### config.mk
export PLATFORM = sky130hd
export DESIGN_NAME = hfs_div
export DESIGN_NICKNAME = d
export VERILOG_FILES = /design/src/hmm_forward_scoring_macros.svh /design/src/hfs_div.sv
export SDC_FILE = /design/constraint.sdc
export NUM_CORES = 1
export LEC_CHECK = 0
export ABC_AREA = 1
export BUFFER_PORTS_ARGS = -buffer_cell sky130_fd_sc_hd__buf_2
export CORE_ASPECT_RATIO = 1.2
export CORE_MARGIN = 4
export CORE_UTILIZATION = 30
export CTS_CLUSTER_DIAMETER = 60
export DETAILED_ROUTE_END_ITERATION = 6
export SLEW_MARGIN = 20
export SYNTH_ARGS = -nofsm -noshare
export SYNTH_HDL_FRONTEND = slang
export SYNTH_SLANG_ARGS = --single-unit
### constraint.sdc
create_clock -name clk -period 4.8 [get_ports clk]
set_clock_uncertainty 0.1 [all_clocks]
set_input_delay 0.48 -clock clk [delete_from_list [all_inputs] [get_ports clk]]
set_output_delay 0.48 -clock clk [all_outputs]
set_load 0.02 [all_outputs]
### src/hmm_forward_scoring_macros.svh
// assertion macros for the hmm forward scoring block
// depends on nothing; included by files that assert
`ifndef HMM_FORWARD_SCORING_MACROS_SVH
`define HMM_FORWARD_SCORING_MACROS_SVH
`ifndef SYNTHESIS
`define HFS_ASSERT(label, clk, rst, prop, msg) \
  label: assert property (@(posedge clk) disable iff (rst) prop) else $error(msg);
`define HFS_ASSERT_NR(label, clk, prop, msg) \
  label: assert property (@(posedge clk) prop) else $error(msg);
`else
`define HFS_ASSERT(label, clk, rst, prop, msg)
`define HFS_ASSERT_NR(label, clk, prop, msg)
`endif
`endif

### src/hfs_div.sv
// restoring divider, one quotient bit per cycle
// depends on nothing
`default_nettype none
module hfs_div #(
  parameter int NW = 32,
  parameter int DW = 20
) (
  input  wire logic          clk,
  input  wire logic          rst,
  input  wire logic          start,
  input  wire logic [NW-1:0] num,
  input  wire logic [DW-1:0] den,
  output logic               done,
  output logic [NW-1:0]      quo
);
  localparam int CW = $clog2(NW + 1);
  logic [DW:0]   rem;
  logic [NW-1:0] n;
  logic [DW-1:0] d;
  logic [CW-1:0] cnt;
  logic          busy;
  logic [DW:0]   trial;
  assign trial = {rem[DW-1:0], n[NW-1]};
  always_ff @(posedge clk) begin
    if (rst) begin
      busy <= 1'b0;
      done <= 1'b0;
    end else begin
      done <= 1'b0;
      if (start) begin
        busy <= 1'b1;
        n    <= num;
        d    <= den;
        rem  <= '0;
        cnt  <= CW'(NW);
      end else if (busy) begin
        n <= {n[NW-2:0], 1'b0};
        if (trial >= {1'b0, d}) begin
          rem <= trial - {1'b0, d};
          quo <= {quo[NW-2:0], 1'b1};
        end else begin
          rem <= trial;
          quo <= {quo[NW-2:0], 1'b0};
        end
        cnt <= cnt - 1'b1;
        if (cnt == CW'(1)) begin
          busy <= 1'b0;
          done <= 1'b1;
        end
      end
    end
  end
endmodule
`default_nettype wire

==> results.yml <==
cts:
  cts_tree: "built"
  h-tree-depth: 3
  cts_root_buf: "clkbuf_16"
  cts_buffers: 9
  clkSinkCount: 112
  cts.reportedPaths.clkPinSlew_ps: 80
  cts_setup_buffers: 0
  cts_hold_buf: 0
  clock_path_buffers: 2
  clkLatencyLatePin_ps: 360
  cts_resized: 0
route:
  wl_met3_um: 565
  vias: 4062
  wl_met2_um: 5910
  drt_iter0_markers: 152
  postRouteAntennaNets: 0
  routedWlPerCell_um: 12.8
  avgViaCountPerCell: 4.29
  top_layer_used: "met4"
  wl_um: 12100
  drc: 0
  dr.pass1.iters: 7
  wl_met1_um: 5380
synth:
  synth_fa_ha_area_frac: 0.0510
  syn_avg_cell_area_um2: 9.75
  synthesis.instances: 594
  yosysUniqueCellTypes: 35
  yosysTopAreaCell: "edfxtp_1"
  synth_compound_area_frac: 0.0501
  muxShareOfSynthArea: 0
  synthFlopType: "edfxtp_1"
  synth_simple_gate_area_frac: 0.242
  ys_seq_area_frac: 0.577
  synth_common_cells: "nand2_1, edfxtp_1, inv_1"
  syn_nets: 672
  async_flop_share: 0
  yosysWarnings: 0
  synth_top_family_by_area: "simple AND/OR/NAND/NOR gates"
  yosysMostFrequentCell: "nand2_1"
  synthTopCellsByArea: "edfxtp_1, nand2_1, ha_1"
  synth-edff-count: 110
  synth_top_cell_area_share: 0.570
  syn_area_um2: 5790
  synthXorXnorAreaFrac: 0.0136
  ys_seq_elements: 112
sta:
  hold_violations: 0
  setup_viol_count_final: 0
  post-route-period-util: 0.496
  slew_viol_final: 0
  slew_headroom: 0.638
  fin_tns_setup_ps: 0
  period_minus_slack_ps: 2380
  rsz0062_at_grt: "false"
  worst_pin_slew_ps: 543
  max_freq_mhz: 420
setup_path:
  crit_buf_inv: 1
  critPathKind: "reg -> reg"
  crit_arrival_ps: 2390
  cp_max_fo: 23
  required_ps: 4810
  path_delay_family: "simple AND/OR/NAND/NOR gates"
  slowest_stage: "edfxtp_1"
  crit_path_end_kind: "flip-flop"
  slowest_delay_ps: 420
  crit_path_start_kind: "flip-flop"
  path_cells: "ha_1 -> nand2_1 -> nor3_1 -> nand3_1 -> nand2_2 -> nor2_8 -> nand2_8 -> inv_8 -> nor2_1 -> nor2_2"
finish:
  syn_to_final_growth_pct: 17.6
  antenna_cells_inserted: 0
  nets: 763
  drive_gt1_frac: 0.235
  finalInstanceArea_um2: 6810
power:
  power.density_nw_per_um2: 347
  leakage_nw: 3.06
  pwr-share-clk: 0.309
  irDropWorstVdd_mv: 0.178
  internal_power_mw: 1.68
  netSwitchingPower_mw: 0.690
  power.share.switching: 0.291
  p_seq_frac: 0.495
  p_comb_frac: 0.197
global_route:
  grt_overflow: 0
  grt_pass1_wl_um: 20000
  grt_start_max_net_pins: 56
  grt_util_all_layers: 0.117
  grt_pass1_vias: 3993
  grt_antenna_before_repair: 0
job:
  maxCapViolCount: 0
floorplan:
  start_util: 0.306
  dieArea_um2: 21600
  num_rows: 55
  die_h_um: 160
  coreArea_um2: 18900
  top_level_ports: 88
  die_w_um: 135
placed_design:
  dpl.hpwl_um: 8770
  place_area_um2: 6520
  place.gp.congestion: 0.846
  portBuffers: 87
hold_path:
  hold_class: "in -> reg"
run_status:
  status: "finished, final reports clean"
==> worst reg2reg max path, cell delays in order, from the launching register on <==
cell,delay [ps]
edfxtp_1,420
ha_1,390
nand2_1,130
nor3_1,290
nand3_1,130
nand2_2,130
nor2_8,60
nand2_8,180
inv_8,120
nor2_1,150
nor2_2,50
==> power groups by stage <==
stage	clock network [mW]	logic (mW)	registers, mW
finish	0.731	0.465	1.17
detailed placement	0	0.470	1.19
global placement	0	0.466	1.19
global route	0.804	0.532	1.18
CTS	0.765	0.472	1.17
floorplan	0	0.358	1.20
==> registers in the layout (all words and copies together) (netlist names) <==
register  count
n            32
quo          32
d            20
rem          20
cnt           6
busy          1
done          1
==> placed cells by master, fill, tap and decap left out, types with 3 or more instances in the layout <==
cell	n
a21oi_1	18
nand4_1	3
nand3_1	20
nor3_1	5
nand2_2	10
o21bai_1	11
o21bai_2	5
nor2_2	22
nor2_1	48
edfxtp_1	110
or2_2	3
o21ai_0	5
buf_4	6
xor2_1	7
inv_1	71
ha_1	22
inv_2	4
clkbuf_16	9
nand2_1	195
buf_2	87
nand3b_1	6
==> kinds of logic (layout without fill, tap and decap cells) <==
kind of cell | after synthesis | in the layout
XOR/XNOR | 9 | 9
AO/OA/AOI/OAI | 43 | 43
adder cells (fa/ha/maj) | 23 | 23
AND/OR/NAND/NOR | 318 | 318
buffers and inverters | 89 | 185
flip-flops | 112 | 112
==> metrics by stage <==
stage	worst slack, ps	util	hold slack [ps]	total power [mW]	instances
after detailed placement	2400	0.344	328	1.66	930
after global placement	2430	0.344	325	1.66	930
after CTS	2390	0.360	171	2.41	946
after global routing	2210	0.360	170	2.51	946
after floorplan	669	-	387	1.55	594
final	2420	0.360	193	2.37	946
==> cell type report <==
cell class / count / area (µm²)
Timing Repair Buffer: 93 / 480
Inverter: 76 / 293
Fill cell: 1938 / 12100
Sequential cell: 112 / 3340
Clock buffer: 9 / 225
Multi-Input combinational cell: 393 / 2080
Clock inverter: 7 / 68.8
Tap cell: 256 / 320
==> per-layer routing <==
layer | GRT usage | vias up
li1 | - | 2109
met1 | 0.144 | 1855
met2 | 0.199 | 84
met3 | 0.0296 | 14
met4 | 0.0394 | 0
met5 | 0 | -
==> worst paths after layout <==
kind	start	end	slack, ps	cells after the start
worst max register to register	rem[1]$_SDFFCE_PP0P_	rem[3]$_SDFFCE_PP0P_	2420	10
worst min register to register	quo[18]$_DFFE_PP_	quo[19]$_DFFE_PP_	350	0
worst min-delay path	den[18]	d[18]$_DFFE_PP_	190	1
worst max-delay path	rem[1]$_SDFFCE_PP0P_	rem[3]$_SDFFCE_PP0P_	2420	10
Power figures use the tool's default switching activity.
