==> src/hmm_forward_scoring_macros.svh <==
// assertion macros for the hmm forward scoring block
// depends on nothing; included by files that assert
`ifndef HMM_FORWARD_SCORING_MACROS_SVH
`define HMM_FORWARD_SCORING_MACROS_SVH
`ifndef SYNTHESIS
`define HFS_ASSERT(label, clk, rst, prop, msg) \
  label: assert property (@(posedge clk) disable iff (rst) prop) else $error(msg);
`define HFS_ASSERT_NR(label, clk, prop, msg) \
  label: assert property (@(posedge clk) prop) else $error(msg);
`else
`define HFS_ASSERT(label, clk, rst, prop, msg)
`define HFS_ASSERT_NR(label, clk, prop, msg)
`endif
`endif

==> src/hfs_pkg.sv <==
// package for the hmm forward scoring block
// types and command codes; no dependencies
`default_nettype none
package hfs_pkg;
  localparam int CMD_W = 3;
  localparam logic [2:0] CMD_START   = 3'd0;
  localparam logic [2:0] CMD_W_INIT  = 3'd1;
  localparam logic [2:0] CMD_W_TRANS = 3'd2;
  localparam logic [2:0] CMD_W_EMIT  = 3'd3;
  localparam logic [2:0] CMD_OBSERVE = 3'd4;

  typedef struct packed {
    logic [2:0]  command;
    logic [2:0]  row_index;
    logic [3:0]  col_index;
    logic [15:0] prob_value;
    logic [3:0]  symbol;
  } in_item_t;

  typedef struct packed {
    logic [2:0]  state_index;
    logic [15:0] alpha_norm;
    logic [15:0] step_prob;
    logic        zero_sum;
    logic        last;
  } out_item_t;

  // control from sequencer to the cell row
  typedef struct packed {
    logic load;   // load normalized alpha values into cells
    logic shift;  // rotate alpha ring by one cell
    logic clear;  // zero accumulators
    logic mac;    // accumulate head alpha times trans
  } cell_ctl_t;
endpackage
`default_nettype wire

==> src/hfs_cell.sv <==
// one cell of the state row: holds an alpha and a transition accumulator
// depends on hfs_pkg
`default_nettype none
module hfs_cell #(
  parameter int PB = 16,
  parameter int AW = 40
) (
  input  wire logic                 clk,
  input  wire logic                 rst,
  input  wire hfs_pkg::cell_ctl_t   ctl,
  input  wire logic [PB-1:0]        alpha_in,
  input  wire logic [PB-1:0]        load_val,
  input  wire logic [PB-1:0]        head_alpha,
  input  wire logic [PB-1:0]        trans_val,
  output logic [PB-1:0]             alpha_out,
  output logic [AW-1:0]             acc
);
  import hfs_pkg::*;
  logic [2*PB-1:0] prod;
  assign prod = head_alpha * trans_val;
  always_ff @(posedge clk) begin
    if (rst) begin
      alpha_out <= '0;
    end else if (ctl.load) begin
      alpha_out <= load_val;
    end else if (ctl.shift) begin
      alpha_out <= alpha_in;
    end
    if (ctl.clear) begin
      acc <= '0;
    end else if (ctl.mac) begin
      acc <= acc + AW'(prod);
    end
  end
endmodule
`default_nettype wire

==> config.mk <==
export PLATFORM = sky130hd
export DESIGN_NAME = hfs_cell
export DESIGN_NICKNAME = d
export VERILOG_FILES = /design/src/hmm_forward_scoring_macros.svh /design/src/hfs_pkg.sv /design/src/hfs_cell.sv
export SDC_FILE = /design/constraint.sdc
export NUM_CORES = 1
export LEC_CHECK = 0
export ABC_AREA = 0
export BUFFER_PORTS_ARGS = -buffer_cell sky130_fd_sc_hd__buf_2
export CAP_MARGIN = 10
export CORE_MARGIN = 2
export CORE_UTILIZATION = 30
export CTS_BUF_LIST = sky130_fd_sc_hd__clkbuf_2 sky130_fd_sc_hd__clkbuf_4 sky130_fd_sc_hd__clkbuf_8
export DETAILED_ROUTE_END_ITERATION = 8
export PLACE_DENSITY = 0.54
export SLEW_MARGIN = 10
export SYNTH_ARGS = -nofsm -noshare
export SYNTH_HDL_FRONTEND = slang
export SYNTH_SLANG_ARGS = --single-unit
==> constraint.sdc <==
create_clock -name clk -period 14.1 [get_ports clk]
set_input_delay 0.705 -clock clk [delete_from_list [all_inputs] [get_ports clk]]
set_output_delay 0.705 -clock clk [all_outputs]
set_load 0.01 [all_outputs]
==> results of run 1 <==
## worst max-delay path: stages
cell	delay (ps)
buf_2	290
nand2_1	130
fa_1	550
inv_1	60
fa_1	540
inv_1	50
fa_1	500
inv_1	50
fa_1	540
fa_1	530
inv_1	60
fa_1	490
inv_1	50
ha_1	400
nor2_1	90
o31ai_1	240
a41oi_1	220
a2111oi_2	530
a221oi_2	180
o21ai_1	190
mux2_1	340
## path summary, 6_finish.rpt
check	slack, ps	startpoint	endpoint	cells past startpoint
hold reg to reg	500	acc[28]$_SDFFE_PP0P_	acc[28]$_SDFFE_PP0P_	2
setup / recovery	7590	head_alpha[13]	acc[35]$_SDFFE_PP0P_	21
setup reg to reg	8950	acc[13]$_SDFFE_PP0P_	acc[35]$_SDFFE_PP0P_	16
hold / removal	500	acc[28]$_SDFFE_PP0P_	acc[28]$_SDFFE_PP0P_	2
## per-layer routing
layer	vias to the layer above	part of all wire [%]	global-route usage (%)
met3	22	5.0	2.11
met4	2	1.3	3.62
met5	-	0.051	0
met2	198	44	24.9
met1	4520	49	23.2
li1	4467	-	-
## per-stage QoR
| stage | std cells | hold WS, ps | setup WS (ps) | util [%] |
|---|---|---|---|---|
| after floorplan | 1441 | 482 | 7740 | - |
| after global placement | 2029 | 484 | 7330 | 33.1 |
| after detailed placement | 2029 | 484 | 7300 | 33.1 |
| after CTS | 2037 | 503 | 7610 | 33.4 |
| after global routing | 2037 | 521 | 7160 | 33.4 |
| final | 2037 | 500 | 7590 | 33.4 |
## cells in the mapped netlist (16+ instances only)
master | instances | area [µm²]
and2_1 | 117 | 732
a21oi_1 | 59 | 295
ha_1 | 110 | 1380
fa_1 | 226 | 4520
clkbuf_1 | 60 | 225
o21ai_0 | 21 | 105
a21o_1 | 16 | 120
nand2_1 | 181 | 679
nor2_1 | 76 | 285
mux2i_1 | 33 | 330
dfxtp_1 | 56 | 1120
inv_1 | 347 | 1300
xnor2_1 | 16 | 140
## final cells by class
cell class,count,area [µm²]
Fill cell,4276,26500
Multi-Input combinational cell,974,9480
Inverter,348,1310
Sequential cell,56,1120
Tap cell,525,657
Timing Repair Buffer,126,633
Clock buffer,8,97.6
## kinds of logic after synthesis
logic type | after synthesis | share of synthesized area [%]
multiplexers | 38 | 3.18
XOR/XNOR | 23 | 1.66
buffers and inverters | 411 | 12.7
AO/OA/AOI/OAI | 145 | 7.64
flip-flops | 56 | 9.23
adder cells (fa/ha/maj) | 336 | 48.6
AND/OR/NAND/NOR | 432 | 17.0
## flip-flops by register name, summed over array words and instances, names as in the netlist
register and count:
acc 40, alpha_out 16
==> results.toml, run 1 <==
[route]
drc = 0
ant_nets = 0
wl_um = 31200
drt_iter0_drc = 450
vias = 9209
dr.pass1.iters = 5
vias_per_cell = 4.52
wl_per_cell_um = 15.3

[clock_network]
clk_pin_slew_ps = 110
root_buffer = "clkbuf_8"
insertion_delay_ps = 330
ctsLongestPathBuffers = 2
cts_sinks = 56
cts_hold_buf = 0
cts_made_buffers = 5
cts_setup_buffers = 0
cts-resized-gates = 0
cts_tree = "yes"
htree_num_levels = 2

[place]
port_buffers = 125
post-dp-hpwl_um = 26600
gp_congestion = 0.841
dpl_cell_area_um2 = 13200

[global_route]
grt_max_degree = 48
antenna_found_initial = 1
grt_pass1_wl_um = 53100
grt.overflow.total = 0
grt_pass1_vias = 9824
grt_use_total_pct = 15.9

[final_layout]
antennaDiodeCount = 0
final_common_cell = "inv_1"
nNetsFinal = 1917
stdcell_area_um2 = 13300
layout_common_cells = "347 x inv_1, 226 x fa_1, 181 x nand2_1"
drive_above_1_share_pct = 9.72
area_delta_synth_final_pct = 9.47

[floorplanning]
ios = 126
fp.dieW_um = 205
row_count = 73
core_um2 = 39800
die_height_um = 205
die-area_um2 = 42100
start_util_pct = 30.5

[worst_setup_path]
endpoint_kind = "register"
required_ps = 14320
cp.arrival_ps = 6740
start_kind = "input port"
crit_path_max_fanout = 16
timing_worst_setup_path_type = "in -> reg"

[yosys]
synth_edf_count = 0
synthesis.nets = 1847
avgSynthCellArea_um2 = 8.43
ys_types = 62
postSynthCellCount = 1441
yosysWarnings = 0
post_synth_instance_area_um2 = 12100
ys.flop_type = "dfxtp_1"
synth_seq_cells = 56
synth-seq-area-share_pct = 9.23
async_flop_share_pct = 0

[sta]
max_freq_mhz = 154
final-setup-viol-count = 0
finalHoldViolCount = 0
finClkSkew_ps = 5.13
fin_crit_ps = 6510
tns_ps = 0
fin_crit_sh_pct = 46.2
worstMarginPinSlew_ps = 931
maxSlewViolCount = 0
rsz0062_at_grt = "no"
slew_headroom_pct = 37.9

[worst_hold_path]
hp-class = "reg -> reg"

[run]
drv_cap = 0

[status]
outcome = "finished clean"
Power of run 1 is not shown: default switching activity piles up to over one toggle a cycle in this logic, so the estimate is an artifact.
==> run 2: changes to the inputs <==
PLACE_DENSITY = 0.56   (was 0.54)
clock period = 5.5 ns   (was 14.1 ns; I/O delays follow)
==> run 2 against run 1 <==
Compared with the run above:
- the flow now finishes with violations (setup timing)
- largest cell class unchanged
- highest routed layer is now met4
- routed wire length rose by 4.1%
- critical path depth rose by 3
- clock-buffer cell count fell by 2
==> results.toml, run 2 (synthesis gave the netlist of run 1 again) <==
[final_layout]
drive_above_1_share_pct = 25.3
final_common_cell = "inv_1"
largest_reg_flops = 40
largest_register = "acc"
area_delta_synth_final_pct = 28.1
stdcell_area_um2 = 15600
reg_top3 = "acc x40, alpha_out x16"
postLayoutCoreUtil_pct = 39.1
layout_common_cells = "338 x inv_1, 215 x fa_1, 171 x nand2_1"
antennaDiodeCount = 0
nNetsFinal = 2085

[floorplanning]
core_um2 = 39800
row_count = 73
fp.dieW_um = 205
die_height_um = 205
ios = 126
die-area_um2 = 42100
start_util_pct = 30.5

[worst_setup_path]
timing_worst_setup_path_type = "in -> reg"
cpPeakStageDelay_ps = 550
endpoint_kind = "register"
required_ps = 5700
crit_path_max_fanout = 7
start_kind = "input port"
slowest_stage = "fa_1"
cp.arrival_ps = 5790
path_cells = "buf_12 > buf_6 > and2_4 > fa_1 > inv_2 > fa_1 > inv_2 > fa_1 > fa_2 > fa_1 > inv_2 > fa_1 > inv_2 > ha_4 > and4_4 > nor3b_4 > a22oi_2 > nand2_1 > o31a_1 > buf_4 > buf_6 > a31oi_4 > xor2_1 > nor2_1"
cp_common_cell = "fa_1"

[global_route]
grt_pass1_vias = 10523
antenna_found_initial = 0
grt.overflow.total = 0
grt_max_degree = 48
grt_pass1_wl_um = 54500
grt_use_total_pct = 16.1

[sta]
final-setup-viol-count = 7
worstMarginPinSlew_ps = 996
setup_slack_ps = -83.3
finalHoldViolCount = 0
finClkSkew_ps = 8.00
fin_crit_ps = 5580
slew_headroom_pct = 33.6
maxSlewViolCount = 0
rsz0062_at_grt = "yes"
fin_crit_sh_pct = 102
whs_ps = 165
max_freq_mhz = 179

[clock_network]
htree_num_levels = 2
cts_sinks = 56
cts_tree = "yes"
cts_made_buffers = 5
insertion_delay_ps = 340
root_buffer = "clkbuf_8"
cts_hold_buf = 0
clk_pin_slew_ps = 120
ctsLongestPathBuffers = 2

[place]
dpl_cell_area_um2 = 14400
gp_congestion = 0.811
post-dp-hpwl_um = 27600
port_buffers = 125

[route]
vias_per_cell = 4.48
drc = 0
vias = 9885
drt_iter0_drc = 335
dr.pass1.iters = 4
ant_nets = 0
wl_per_cell_um = 14.7
wl_um = 32500

[run]
drv_cap = 0

[worst_hold_path]
hp-class = "in -> reg"

[status]
violations = "setup timing"
outcome = "finished, violations left"
## run 2: changes by cell type in the layout (fill, tap and decap cells not counted), moves of 10 or more
cell	delta
buf_6	+30
buf_4	+142
a21oi_2	+10
buf_12	+13
buf_2	-24
ha_4	+15
fa_2	+11
ha_1	-15
and2_1	-13
a21oi_1	-15
fa_1	-11
nand2_1	-10
and2_4	+13
## run 2: path summary, 6_finish.rpt
kind / from / to / slack (ps) / cells after the start
worst max-delay path: trans_val[6] / acc[36]$_SDFFE_PP0P_ / -80 / 24
worst min-delay path: load_val[9] / alpha_out[9]$_SDFFE_PP0P_ / 170 / 3
worst max register to register: acc[9]$_SDFFE_PP0P_ / acc[36]$_SDFFE_PP0P_ / 590 / 21
worst min register to register: acc[32]$_SDFFE_PP0P_ / acc[32]$_SDFFE_PP0P_ / 500 / 2
## run 2: final cells by class
type	instances	area, µm²
clock inverter	2	16.3
multi-input combinational	974	10100
timing repair buffer	294	2300
inverter	348	1310
clock buffer	6	76.3
sequential	56	1120
tap	525	657
fill	4085	24300
## run 2: worst max-delay path: cells and delay by family
family          cells  cell delay [ps]
buf+inv             8              670
fa+ha+maj           7             3380
compound gates      3              700
xor+xnor            1              160
simple gates        5              570
## run 2: stage by stage
stage                     setup WS, ps  setup TNS [ps]  instances
after floorplan                  -34.1            -102       1441
after global placement            -640          -10500       2171
after detailed placement          -590          -10580       2171
after CTS                        -74.9            -221       2198
after global routing              -221           -1820       2205
final                            -83.3            -315       2205
## run 2: metal layers
layer,vias to the layer above,share of wire (%),track usage [%]
met5,-,0,0
met4,0,1.3,3.01
met1,4890,47,22.5
li1,4801,-,-
met3,19,3.4,1.28
met2,175,48,27.5
## run 2: timing repair
action / 4_1_cts / 5_1_grt
setup endpoints to repair: 16 / 23
cloned: 1 / 0
resized for setup: 92 / 115
setup buffers: 18 / 8
pin swaps: 38 / 58
Power of run 2 is left out for the same reason.
==> run 3: changes to the inputs <==
CELL_PAD_IN_SITES_DETAIL_PLACEMENT = 0   (was not set)
CELL_PAD_IN_SITES_GLOBAL_PLACEMENT = 1   (was not set)
PLACE_DENSITY = 0.68   (was 0.56)
RECOVER_POWER = 25   (was not set)
==> run 3 against run 2 <==
Compared with the run above:
- first-iteration DRC count grew 5.7%
- non-clock buffer count unchanged
- sequential share of layout area about the same
- critical path depth shrank 3
- flip-flop and latch count did not move
- maximum frequency is 0.57% higher
- final cell count unchanged
- clock-buffer cell count stayed put
- die area is the same
- hold slack hardly changed
- the flow still finishes with violations (setup timing)
==> results.toml, run 3 (synthesis gave the netlist of run 1 again) <==
[worst_setup_path]
timing_worst_setup_path_type = "in -> reg"
endpoint_kind = "register"
cp_common_cell = "fa_1"
slowest_stage = "fa_1"
required_ps = 5740
cpPeakStageDelay_ps = 600
crit_path_max_fanout = 9
r2r_cells = 19
start_kind = "input port"
cp.arrival_ps = 5790
path_cells = "buf_6 > buf_4 > and2_4 > fa_1 > inv_2 > fa_1 > inv_2 > fa_1 > fa_1 > fa_1 > inv_2 > fa_1 > inv_2 > ha_4 > a21oi_4 > o21ai_4 > nor2_4 > a2111oi_4 > a221oi_4 > o21ai_2 > mux2_4"

[floorplanning]
fp.dieW_um = 205
row_count = 73
die-area_um2 = 42100
start_util_pct = 30.5
core_um2 = 39800
ios = 126
die_height_um = 205

[place]
port_buffers = 125
dpl_cell_area_um2 = 14500
post-dp-hpwl_um = 29100
gp_congestion = 0.814

[clock_network]
cts_sinks = 56
insertion_delay_ps = 340
clk_pin_slew_ps = 120
cts_tree = "yes"
root_buffer = "clkbuf_8"
ctsLongestPathBuffers = 2
htree_num_levels = 2
cts_made_buffers = 5

[sta]
setup_slack_ps = -51.8
finalHoldViolCount = 0
fin_crit_sh_pct = 101
fin_crit_ps = 5550
final-setup-viol-count = 5
rsz0062_at_grt = "yes"
max_freq_mhz = 180
finClkSkew_ps = 12.2
maxSlewViolCount = 0
slew_headroom_pct = 22.8
worstMarginPinSlew_ps = 1160

[route]
ant_nets = 0
drt_iter0_drc = 354
drc = 0
wl_per_cell_um = 15.2
vias = 9877
wl_um = 33600
vias_per_cell = 4.48
dr.pass1.iters = 5

[global_route]
antenna_found_initial = 0
grt.overflow.total = 0
grt_max_degree = 48
grt_pass1_wl_um = 55900
grt_use_total_pct = 16.6
grt_pass1_vias = 10687

[status]
violations = "setup timing"
outcome = "finished, violations left"

[final_layout]
layout_common_cells = "329 x inv_1, 214 x fa_1, 173 x nand2_1"
largest_register = "acc"
fill_cells = 4154
drive_above_1_share_pct = 25.5
largest_reg_flops = 40
reg_top3 = "acc x40, alpha_out x16"
final_common_cell = "inv_1"
stdcell_area_um2 = 15500
area_delta_synth_final_pct = 27.9
nNetsFinal = 2085
antennaDiodeCount = 0

[worst_hold_path]
hp-class = "in -> reg"
hold_path_depth = 3

[run]
drv_cap = 0
==> run 3: timing repair <==
item,CTS,global route
setup buffers,7,11
gates resized for setup,73,149
pin swaps,35,76
endpoints found under the setup margin,19,22
hold buffers,0,0
==> run 3: cell type report <==
cell class | instances | area (µm²) | share of cell area, %
timing repair buffer | 294 | 2180 | 14.1
multi-input combinational | 974 | 10200 | 65.4
clock inverter | 2 | 35.0 | 0.225
sequential | 56 | 1120 | 7.22
clock buffer | 6 | 76.3 | 0.491
tap | 525 | 657 | 4.23
inverter | 348 | 1310 | 8.41
==> run 3: final timing paths <==
kind / to / from / slack [ps]
worst min-delay path: alpha_out[6]$_SDFFE_PP0P_ / load_val[6] / 170
worst min register to register: acc[32]$_SDFFE_PP0P_ / acc[32]$_SDFFE_PP0P_ / 480
worst max register to register: acc[37]$_SDFFE_PP0P_ / acc[3]$_SDFFE_PP0P_ / 730
worst max-delay path: acc[37]$_SDFFE_PP0P_ / trans_val[6] / -50
==> run 3: metal layers <==
metal	up-vias	global-route usage, %	routed length [µm]	part of all wire, %
li1	4800	-	-	-
met1	4883	23.5	16200	48
met2	168	27.8	15900	47
met3	26	1.33	990	2.9
met4	0	3.70	494	1.5
met5	-	0	0	0
==> run 3: critical path: cells and delay by family <==
kind | cells | cell delay, ps
fa+ha+maj | 7 | 3460
compound gates | 5 | 1110
buf+inv | 6 | 440
mux | 1 | 310
simple gates | 2 | 200
==> run 3: per-stage QoR <==
step	hold WS, ps	util, %	setup slack, ps	setup TNS [ps]	instances
floorplan	414	-	-34.1	-102	1441
global route	161	39.0	-209	-1640	2205
global placement	482	36.3	-633	-9880	2183
finish	165	39.0	-51.8	-160	2205
detailed placement	483	36.3	-644	-9960	2183
CTS	147	37.5	-203	-613	2197
Power of run 3 is left out for the same reason.
